===== src/assert_macros.svh =====
// assertion macros used by the tracker rtl
`ifndef ASSERT_MACROS_SVH
`define ASSERT_MACROS_SVH

// checked on every clock edge once reset is released
`define ASSERT_CLK(lbl, prop, msg) \
	lbl: assert property (@(posedge clk) disable iff (!arst_n) (prop)) else $error(msg);

// checked on every clock edge, reset included
`define ASSERT_ANY(lbl, prop, msg) \
	lbl: assert property (@(posedge clk) (prop)) else $error(msg);

`endif


===== src/ioct_pkg.sv =====
// shared types and constants of the in-order completion tracker
`default_nettype none

package ioct_pkg;

	localparam int IDX_W  = 10;  // task index width
	localparam int CNT_W  = 11;  // list size, head and count width
	localparam int WORD_W = 32;  // ready bits per memory row
	localparam int OFF_W  = 5;   // bit offset inside a row

	typedef enum logic [2:0] {
		ST_CLEAR,
		ST_IDLE,
		ST_MARK,
		ST_READ,
		ST_EVAL
	} state_t;

endpackage

`default_nettype wire


===== src/ioct_if.sv =====
// request and result channel interfaces of the in-order completion tracker
`default_nettype none

interface ioct_done_if;
	logic                       valid;
	logic                       ready;
	logic [ioct_pkg::IDX_W-1:0] done_index;

	modport source (output valid, output done_index, input ready);
	modport sink (input valid, input done_index, output ready);
endinterface

interface ioct_retire_if;
	logic                       valid;
	logic                       ready;
	logic                       accepted;
	logic [ioct_pkg::CNT_W-1:0] first_released;
	logic [ioct_pkg::CNT_W-1:0] released_count;

	modport source (output valid, output accepted, output first_released,
		output released_count, input ready);
	modport sink (input valid, input accepted, input first_released,
		input released_count, output ready);
endinterface

`default_nettype wire


===== src/in_order_completion_tracker.sv =====
// in-order completion tracker: marks finished tasks and retires them in order
//
// - done channel: one request per finished task, carrying done_index. an
//   index below the effective list size (size register clamped to DEPTH)
//   sets its ready bit; any other index is rejected and marks nothing
// - retire channel: one result per request, with accepted, first_released
//   (head before the request) and released_count (run of ready entries
//   retired from the head, possibly zero)
// - cfg_we / cfg_wdata write the list size; write it only while the block is idle
// - flow: a request is taken in idle while its memory row is read, the marked
//   bit is written back, then the head's row is read and scanned, the read and
//   scan repeating each time the run reaches a row end and the list goes on;
//   the result is then stored and the block returns to idle, so a new request
//   is taken only after the last one is through
// - the result sits in an output register, so a new request is taken while
//   the last result waits; a stalled receiver holds the block only when the
//   next result is ready to be stored
// - reset: head goes to zero, the list size to 1024, and a clearing pass
//   writes zero to all ceil(DEPTH/32) memory rows while done.ready stays low
`default_nettype none
`include "assert_macros.svh"

module in_order_completion_tracker #(
	parameter int DEPTH = 1024
) (
	input  wire logic                       clk,
	input  wire logic                       arst_n,
	input  wire logic                       cfg_we,
	input  wire logic [ioct_pkg::CNT_W-1:0] cfg_wdata,
	ioct_done_if.sink                       done,
	ioct_retire_if.source                   retire
);

	localparam int ROWS   = (DEPTH + ioct_pkg::WORD_W - 1) / ioct_pkg::WORD_W;
	localparam int ROW_AW = (ROWS > 1) ? $clog2(ROWS) : 1;
	localparam int CNT_W  = ioct_pkg::CNT_W;
	localparam int OFF_W  = ioct_pkg::OFF_W;
	localparam int WORD_W = ioct_pkg::WORD_W;
	// largest list size the 11-bit register can reach within the store
	localparam logic [CNT_W-1:0] SIZE_CAP =
		(DEPTH > 2047) ? {CNT_W{1'b1}} : CNT_W'(DEPTH);
	localparam logic [ROW_AW-1:0] LAST_ROW = ROW_AW'(ROWS - 1);

	// ready bit memory, one row of 32 task indices per entry
	logic [WORD_W-1:0] mem [ROWS];
	logic [WORD_W-1:0] rdata_q;

	ioct_pkg::state_t state_q, state_d;

	logic [ROW_AW-1:0] clr_q;
	logic [CNT_W-1:0]  size_limit_q;
	logic [CNT_W-1:0]  head_q;
	logic [CNT_W-1:0]  cur_q;
	logic [OFF_W-1:0]  bit_q;
	logic              acc_q;

	logic              out_valid_q;
	logic              out_acc_q;
	logic [CNT_W-1:0]  out_first_q;
	logic [CNT_W-1:0]  out_count_q;

	// memory port controls
	logic              re;
	logic [ROW_AW-1:0] raddr;
	logic              we;
	logic [ROW_AW-1:0] waddr;
	logic [WORD_W-1:0] wdata;

	logic              take;
	logic              load;
	logic [CNT_W-1:0]  size_eff;
	logic              idx_ok;

	// scan of the current row
	logic [OFF_W-1:0]  off;
	logic [WORD_W-1:0] shifted;
	logic [OFF_W:0]    ones;
	logic [OFF_W:0]    room;
	logic [CNT_W-1:0]  avail;
	logic [CNT_W-1:0]  run;
	logic [CNT_W-1:0]  next_cur;
	logic              more;

	// length of the run of ones starting at bit zero
	function automatic logic [OFF_W:0] lead_run(input logic [WORD_W-1:0] w);
		logic [OFF_W:0] n;
		n = (OFF_W + 1)'(WORD_W);
		for (int i = WORD_W - 1; i >= 0; i--) begin
			if (!w[i]) begin
				n = (OFF_W + 1)'(i);
			end
		end
		return n;
	endfunction

	assign size_eff = (size_limit_q > SIZE_CAP) ? SIZE_CAP : size_limit_q;
	assign idx_ok   = {1'b0, done.done_index} < size_eff;
	assign take     = done.valid && done.ready;

	assign off      = cur_q[OFF_W-1:0];
	assign shifted  = rdata_q >> off;
	assign ones     = lead_run(shifted);
	assign room     = (OFF_W + 1)'(WORD_W) - {1'b0, off};
	assign avail    = (cur_q < size_eff) ? (size_eff - cur_q) : '0;
	assign run      = (CNT_W'(ones) < avail) ? CNT_W'(ones) : avail;
	assign next_cur = cur_q + run;
	// the run ran off the end of the row and the list goes on
	assign more     = (ones == room) && (next_cur < size_eff);

	// next state
	always_comb begin
		state_d = state_q;
		unique case (state_q)
			ioct_pkg::ST_CLEAR: begin
				if (clr_q == LAST_ROW) begin
					state_d = ioct_pkg::ST_IDLE;
				end
			end
			ioct_pkg::ST_IDLE: begin
				if (take) begin
					state_d = ioct_pkg::ST_MARK;
				end
			end
			ioct_pkg::ST_MARK: begin
				state_d = ioct_pkg::ST_READ;
			end
			ioct_pkg::ST_READ: begin
				state_d = ioct_pkg::ST_EVAL;
			end
			ioct_pkg::ST_EVAL: begin
				if (more) begin
					state_d = ioct_pkg::ST_READ;
				end else if (!out_valid_q || retire.ready) begin
					state_d = ioct_pkg::ST_IDLE;
				end
			end
			default: begin
				state_d = ioct_pkg::ST_CLEAR;
			end
		endcase
	end

	// state outputs
	always_comb begin
		re         = 1'b0;
		raddr      = ROW_AW'(cur_q[CNT_W-1:OFF_W]);
		we         = 1'b0;
		waddr      = ROW_AW'(cur_q[CNT_W-1:OFF_W]);
		wdata      = rdata_q;
		load       = 1'b0;
		done.ready = 1'b0;
		unique case (state_q)
			ioct_pkg::ST_CLEAR: begin
				we    = 1'b1;
				waddr = clr_q;
				wdata = '0;
			end
			ioct_pkg::ST_IDLE: begin
				done.ready = 1'b1;
				re         = take;
				raddr      = ROW_AW'(done.done_index[ioct_pkg::IDX_W-1:OFF_W]);
			end
			ioct_pkg::ST_MARK: begin
				// cur_q still holds the marked index here
				we    = acc_q;
				wdata = rdata_q | (WORD_W'(1) << bit_q);
			end
			ioct_pkg::ST_READ: begin
				re = 1'b1;
			end
			ioct_pkg::ST_EVAL: begin
				load = !more && (!out_valid_q || retire.ready);
			end
			default: begin
				re = 1'b0;
			end
		endcase
	end

	// memory: one write and one registered read per cycle
	always_ff @(posedge clk) begin
		if (we) begin
			mem[waddr] <= wdata;
		end
		if (re) begin
			rdata_q <= mem[raddr];
		end
	end

	always_ff @(posedge clk or negedge arst_n) begin
		if (!arst_n) begin
			state_q      <= ioct_pkg::ST_CLEAR;
			clr_q        <= '0;
			size_limit_q <= CNT_W'(1024);
			head_q       <= '0;
			out_valid_q  <= 1'b0;
		end else begin
			state_q <= state_d;
			if (state_q == ioct_pkg::ST_CLEAR) begin
				clr_q <= clr_q + ROW_AW'(1);
			end
			if (cfg_we) begin
				size_limit_q <= cfg_wdata;
			end
			if (load) begin
				head_q      <= next_cur;
				out_valid_q <= 1'b1;
			end else if (retire.ready) begin
				out_valid_q <= 1'b0;
			end
		end
	end

	// request and scan payload
	always_ff @(posedge clk) begin
		if (take) begin
			acc_q <= idx_ok;
			bit_q <= done.done_index[OFF_W-1:0];
			cur_q <= {1'b0, done.done_index};
		end else if (state_q == ioct_pkg::ST_MARK) begin
			cur_q <= head_q;
		end else if (state_q == ioct_pkg::ST_EVAL && more) begin
			cur_q <= next_cur;
		end
		if (load) begin
			out_acc_q   <= acc_q;
			out_first_q <= head_q;
			out_count_q <= next_cur - head_q;
		end
	end

	assign retire.valid          = out_valid_q;
	assign retire.accepted       = out_acc_q;
	assign retire.first_released = out_first_q;
	assign retire.released_count = out_count_q;

	`ASSERT_CLK(a_head_matches_result, load |=> (head_q == out_first_q + out_count_q), "head does not follow the reported run")
	`ASSERT_CLK(a_head_monotonic, 1'b1 |=> (head_q >= $past(head_q)), "head moved backward")
	`ASSERT_CLK(a_write_states, we |-> (state_q == ioct_pkg::ST_MARK || state_q == ioct_pkg::ST_CLEAR), "memory written outside mark or clear")
	`ASSERT_ANY(a_reset_clears, !arst_n |-> (state_q == ioct_pkg::ST_CLEAR && !out_valid_q), "reset does not restart the clearing pass")

endmodule

`default_nettype wire


===== src/flat_wrapper.sv =====
// flat-port wrapper written by rule: the top's interface ports become plain ports
module in_order_completion_tracker_flat 
#(
	parameter int DEPTH = 1024
)
  (clk, arst_n, cfg_we, cfg_wdata, done_valid, done_done_index, done_ready, retire_valid, retire_accepted, retire_first_released, retire_released_count, retire_ready);
  ioct_done_if done_i ();
  ioct_retire_if retire_i ();
  input  wire logic clk;
  input  wire logic arst_n;
  input  wire logic cfg_we;
  input  wire logic [ioct_pkg::CNT_W-1:0] cfg_wdata;
  input wire logic [$bits(done_i.valid)-1:0] done_valid;
  input wire logic [$bits(done_i.done_index)-1:0] done_done_index;
  output wire logic [$bits(done_i.ready)-1:0] done_ready;
  output wire logic [$bits(retire_i.valid)-1:0] retire_valid;
  output wire logic [$bits(retire_i.accepted)-1:0] retire_accepted;
  output wire logic [$bits(retire_i.first_released)-1:0] retire_first_released;
  output wire logic [$bits(retire_i.released_count)-1:0] retire_released_count;
  input wire logic [$bits(retire_i.ready)-1:0] retire_ready;
  assign done_i.valid = done_valid;
  assign done_i.done_index = done_done_index;
  assign done_ready = done_i.ready;
  assign retire_valid = retire_i.valid;
  assign retire_accepted = retire_i.accepted;
  assign retire_first_released = retire_i.first_released;
  assign retire_released_count = retire_i.released_count;
  assign retire_i.ready = retire_ready;
  in_order_completion_tracker #(.DEPTH(DEPTH)) u_core (.clk(clk), .arst_n(arst_n), .cfg_we(cfg_we), .cfg_wdata(cfg_wdata), .done(done_i), .retire(retire_i));
endmodule

===== config.mk =====
export PLATFORM = sky130hd
export DESIGN_NAME = in_order_completion_tracker_flat
export DESIGN_NICKNAME = d
export VERILOG_FILES = /design/src/ioct_pkg.sv /design/src/ioct_if.sv /design/src/in_order_completion_tracker.sv /design/src/flat_wrapper.sv
export VERILOG_INCLUDE_DIRS = /design/src /design/src/src
export SDC_FILE = /design/constraint.sdc
export NUM_CORES = 1
export LEC_CHECK = 0
export ABC_CLOCK_PERIOD_IN_PS = 24200
export BUFFER_PORTS_ARGS = -buffer_cell sky130_fd_sc_hd__buf_2
export CORE_MARGIN = 2
export CORE_UTILIZATION = 55
export CTS_CLUSTER_SIZE = 24
export DETAILED_ROUTE_END_ITERATION = 8
export PLACE_DENSITY = 0.69
export SLEW_MARGIN = 20
export SYNTH_ARGS = -nofsm -noshare
export SYNTH_HDL_FRONTEND = slang
export SYNTH_SLANG_ARGS = --single-unit
export TNS_END_PERCENT = 10

===== constraint.sdc =====
create_clock -name clk -period 24.2 [get_ports clk]
set_clock_uncertainty 0.05 [all_clocks]
set_input_delay 1.21 -clock clk [delete_from_list [all_inputs] [get_ports clk]]
set_output_delay 1.21 -clock clk [all_outputs]
set_load 0.02 [all_outputs]

==> run summary <==
NumNets Final: 3067
synthesized flop and latch total: 1127
Root Buffer Master: clkbuf_16
Final setup viols: 0
GP Congestion: 0.900
PwrDens: 150 nW/um^2
Switch Pwr: 0.00308 W
sw frac: 37.9%
vias in the first global route: 28066
Site Rows: 108
final hold vios: 0
Critical Path Slowest Stage Cell: clkinv_1
Worst-path clk slew: 0.06 ns
Slew Limit Headroom: 15.1%
Vias: 27208
Finished Core Util: 62.2%
Synth warnings: 0
CP Buf/Inv Count: 3
number of distinct library cells after synthesis: 92
CP Capture Type: flop
area leader, netlist: edfxtp_1
status: finished, final reports clean
dpl cells: 4023
fin. max-slew vios: 0
crit path time final: 9.32 ns
critical path fanouts, max: 41
sequential-to-total area share from yosys stat: 69.4%
IO Pins: 51
post-route ant nets: 0
CTS tree: built
die height: 301 um
crit-path leading delay family: compound AO/OA/AOI/OAI gates
vias per inst: 6.44
total wire length: 123 mm
Hold WC Path Type: reg2reg
H-Tree Depth: 3
Pre-antenna DRT Iters: 6
main area contributors after synthesis: edfxtp_1 (68%), mux4_2 (13%), nand2_1 (2.9%)
Post-synth top flop: edfxtp_1
I/O Buffers: 50
synthesis-to-layout area growth: 11.6%
CTS Hold Bufs: 0
Req. time, crit path: 24.51 ns
WL/cell: 29.2 um
Slew @ Worst Pin: 1.26 ns
max incr delay on CP: 0.68 ns
DRC Markers: 0
Initial DRC Count: 3161
maximum VDD drop: 0.126 mV
Peak Freq: 107 MHz
RSZ-0062 raised after global routing: no
Avg Cell Area, Syn: 16.8 sq um
Internal: 0.00505 W
Clock Sink Count: 1127
Fin Setup TNS: 0 ns
total global routing track utilization: 27.7%
Yosys top cell area share: 67.8%
share of power burned in combinational logic: 43.8%
data arrival time of the worst path: 9.64 ns
Sequential Power Share: 35.7%
type of origin of the critical path: flop
Inserted Diodes: 0
final cell count without fillers: 4226
most common cell in the synthesized netlist: edfxtp_1
cts repair resizes: 0
EDFF count, synth: 1095
Num CTS Buffers: 110
hpwl dp: 66.6 mm
layout cells sized above 1: 22.4%
die width: 301 um
Synth async-reset ratio: 2.75%
kind of critical path: reg2reg
largest net degree at the start of global routing: 135
Final period util: 38.5%
clock latency at the later pin of the worst-skew pair: 0.70 ns
Die ar.: 90600 sq um
Initial Util: 55.7%
gr ovfl total: 0
initial antenna violation count: 0
clock share of power: 20.5%
Core Area: 87000 sq um
first-pass GRT wire length: 183 mm
synth cell count leaders: edfxtp_1 (1095), nand2_1 (378), mux4_2 (286)
area of the mapped netlist: 48500 sq um
Max Root-Sink Buffers: 3
Max Cap Viol: 0
setup bufs post-CTS: 0
Post-Syn Instances: 2889
leakage power: 18.2 nW
## metal layers
metal  routed length [um]  track usage (%)  up-vias
met5                    0                0        -
met1                48500             38.2    14068
met3                10000             4.49      239
li1                     -                -    11602
met4                 3920             9.91        0
met2                60800             45.3     1299
## logic make-up after synthesis
logic type | share of synthesized area [%]
XOR/XNOR | 0.524
AO/OA/AOI/OAI | 3.93
buffers and inverters | 1.91
other | 0.00773
AND/OR/NAND/NOR | 7.19
adder cells (fa/ha/maj) | 1.62
flip-flops | 69.4
multiplexers | 15.4
## through the flow
stage	hold WS, ns	total power, W	area [sq um]	setup WS [ns]
6_report	0.447	0.00812	54100	14.88
5_1_grt	0.467	0.00853	54100	14.01
4_1_cts	0.446	0.00813	54100	14.93
3_5_place_dp	0.430	0.00646	50600	15.01
3_3_place_gp	0.441	0.00639	50500	14.97
2_1_floorplan	0.391	0.00536	48500	15.56
## power by group through the flow
stage | combinational [W] | clock [W] | sequential [W]
floorplan | 0.00247 | 0 | 0.00288
global placement | 0.00347 | 0 | 0.00292
detailed placement | 0.00353 | 0 | 0.00293
CTS | 0.00355 | 0.00169 | 0.00290
global route | 0.00385 | 0.00177 | 0.00291
finish | 0.00356 | 0.00167 | 0.00290
## worst reg2reg max path: cells and delay by family (launching register included)
kind                     cells  cell delay, ns
AO/OA/AOI/OAI               22            4.41
adder cells (fa/ha/maj)      4            1.53
buffers and inverters        3            1.33
AND/OR/NAND/NOR              5            0.78
multiplexers                 1            0.38
flip-flops                   1            0.31
XOR/XNOR                     1            0.23
## sequential cells by signal, summed over array words and instances, names as in the netlist
| signal | flops |
|---|---|
| u_core.head_q | 11 |
| u_core.retire.valid | 1 |
| u_core.clr_q | 5 |
| u_core.bit_q | 5 |
| u_core.retire.released_count | 11 |
| u_core.size_limit_q | 11 |
| u_core.cur_q | 11 |
| u_core.retire.first_released | 11 |
| u_core.retire.accepted | 1 |
| u_core.acc_q | 1 |
| u_core.state_q | 3 |
| u_core.rdata_q | 32 |
| u_core.mem | 1024 |
## cell usage in the layout (no fill, tap or decap), types with 42 or more instances in the layout
master / instances
nand2_1: 378
mux2i_1: 48
mux4_2: 286
buf_2: 50
nor2_1: 64
clkbuf_16: 112
a21oi_1: 81
ha_1: 58
o21ai_0: 85
edfxtp_1: 1095
nand3_1: 179
buf_4: 69
inv_1: 60
nor2_4: 42
## final timing paths
| path | startpoint | slack (ns) | cells after the start | to |
|---|---|---|---|---|
| setup / recovery | u_core.cur_q[2] | 14.88 | 36 | u_core.cur_q[0] |
| max in group asynchronous | arst_n | 23.02 | 1 | u_core.clr_q[0] |
| hold / removal | u_core.head_q[1] | 0.45 | 0 | u_core.retire.first_released[1] |
| min in group asynchronous | arst_n | 0.55 | 1 | u_core.head_q[1] |
| hold reg to reg | u_core.head_q[1] | 0.45 | 0 | u_core.retire.first_released[1] |
| setup reg to reg | u_core.cur_q[2] | 14.88 | 36 | u_core.cur_q[0] |
## final cells by class
class / instances / area, sq um
Multi-Input combinational cell: 1550 / 14300
Fill cell: 6214 / 32900
Inverter: 66 / 248
Clock inverter: 63 / 601
Timing Repair Buffer: 125 / 888
Clock buffer: 140 / 2930
Tap cell: 1155 / 1450
Sequential cell: 1127 / 33700
Power figures use the tool's default switching activity.
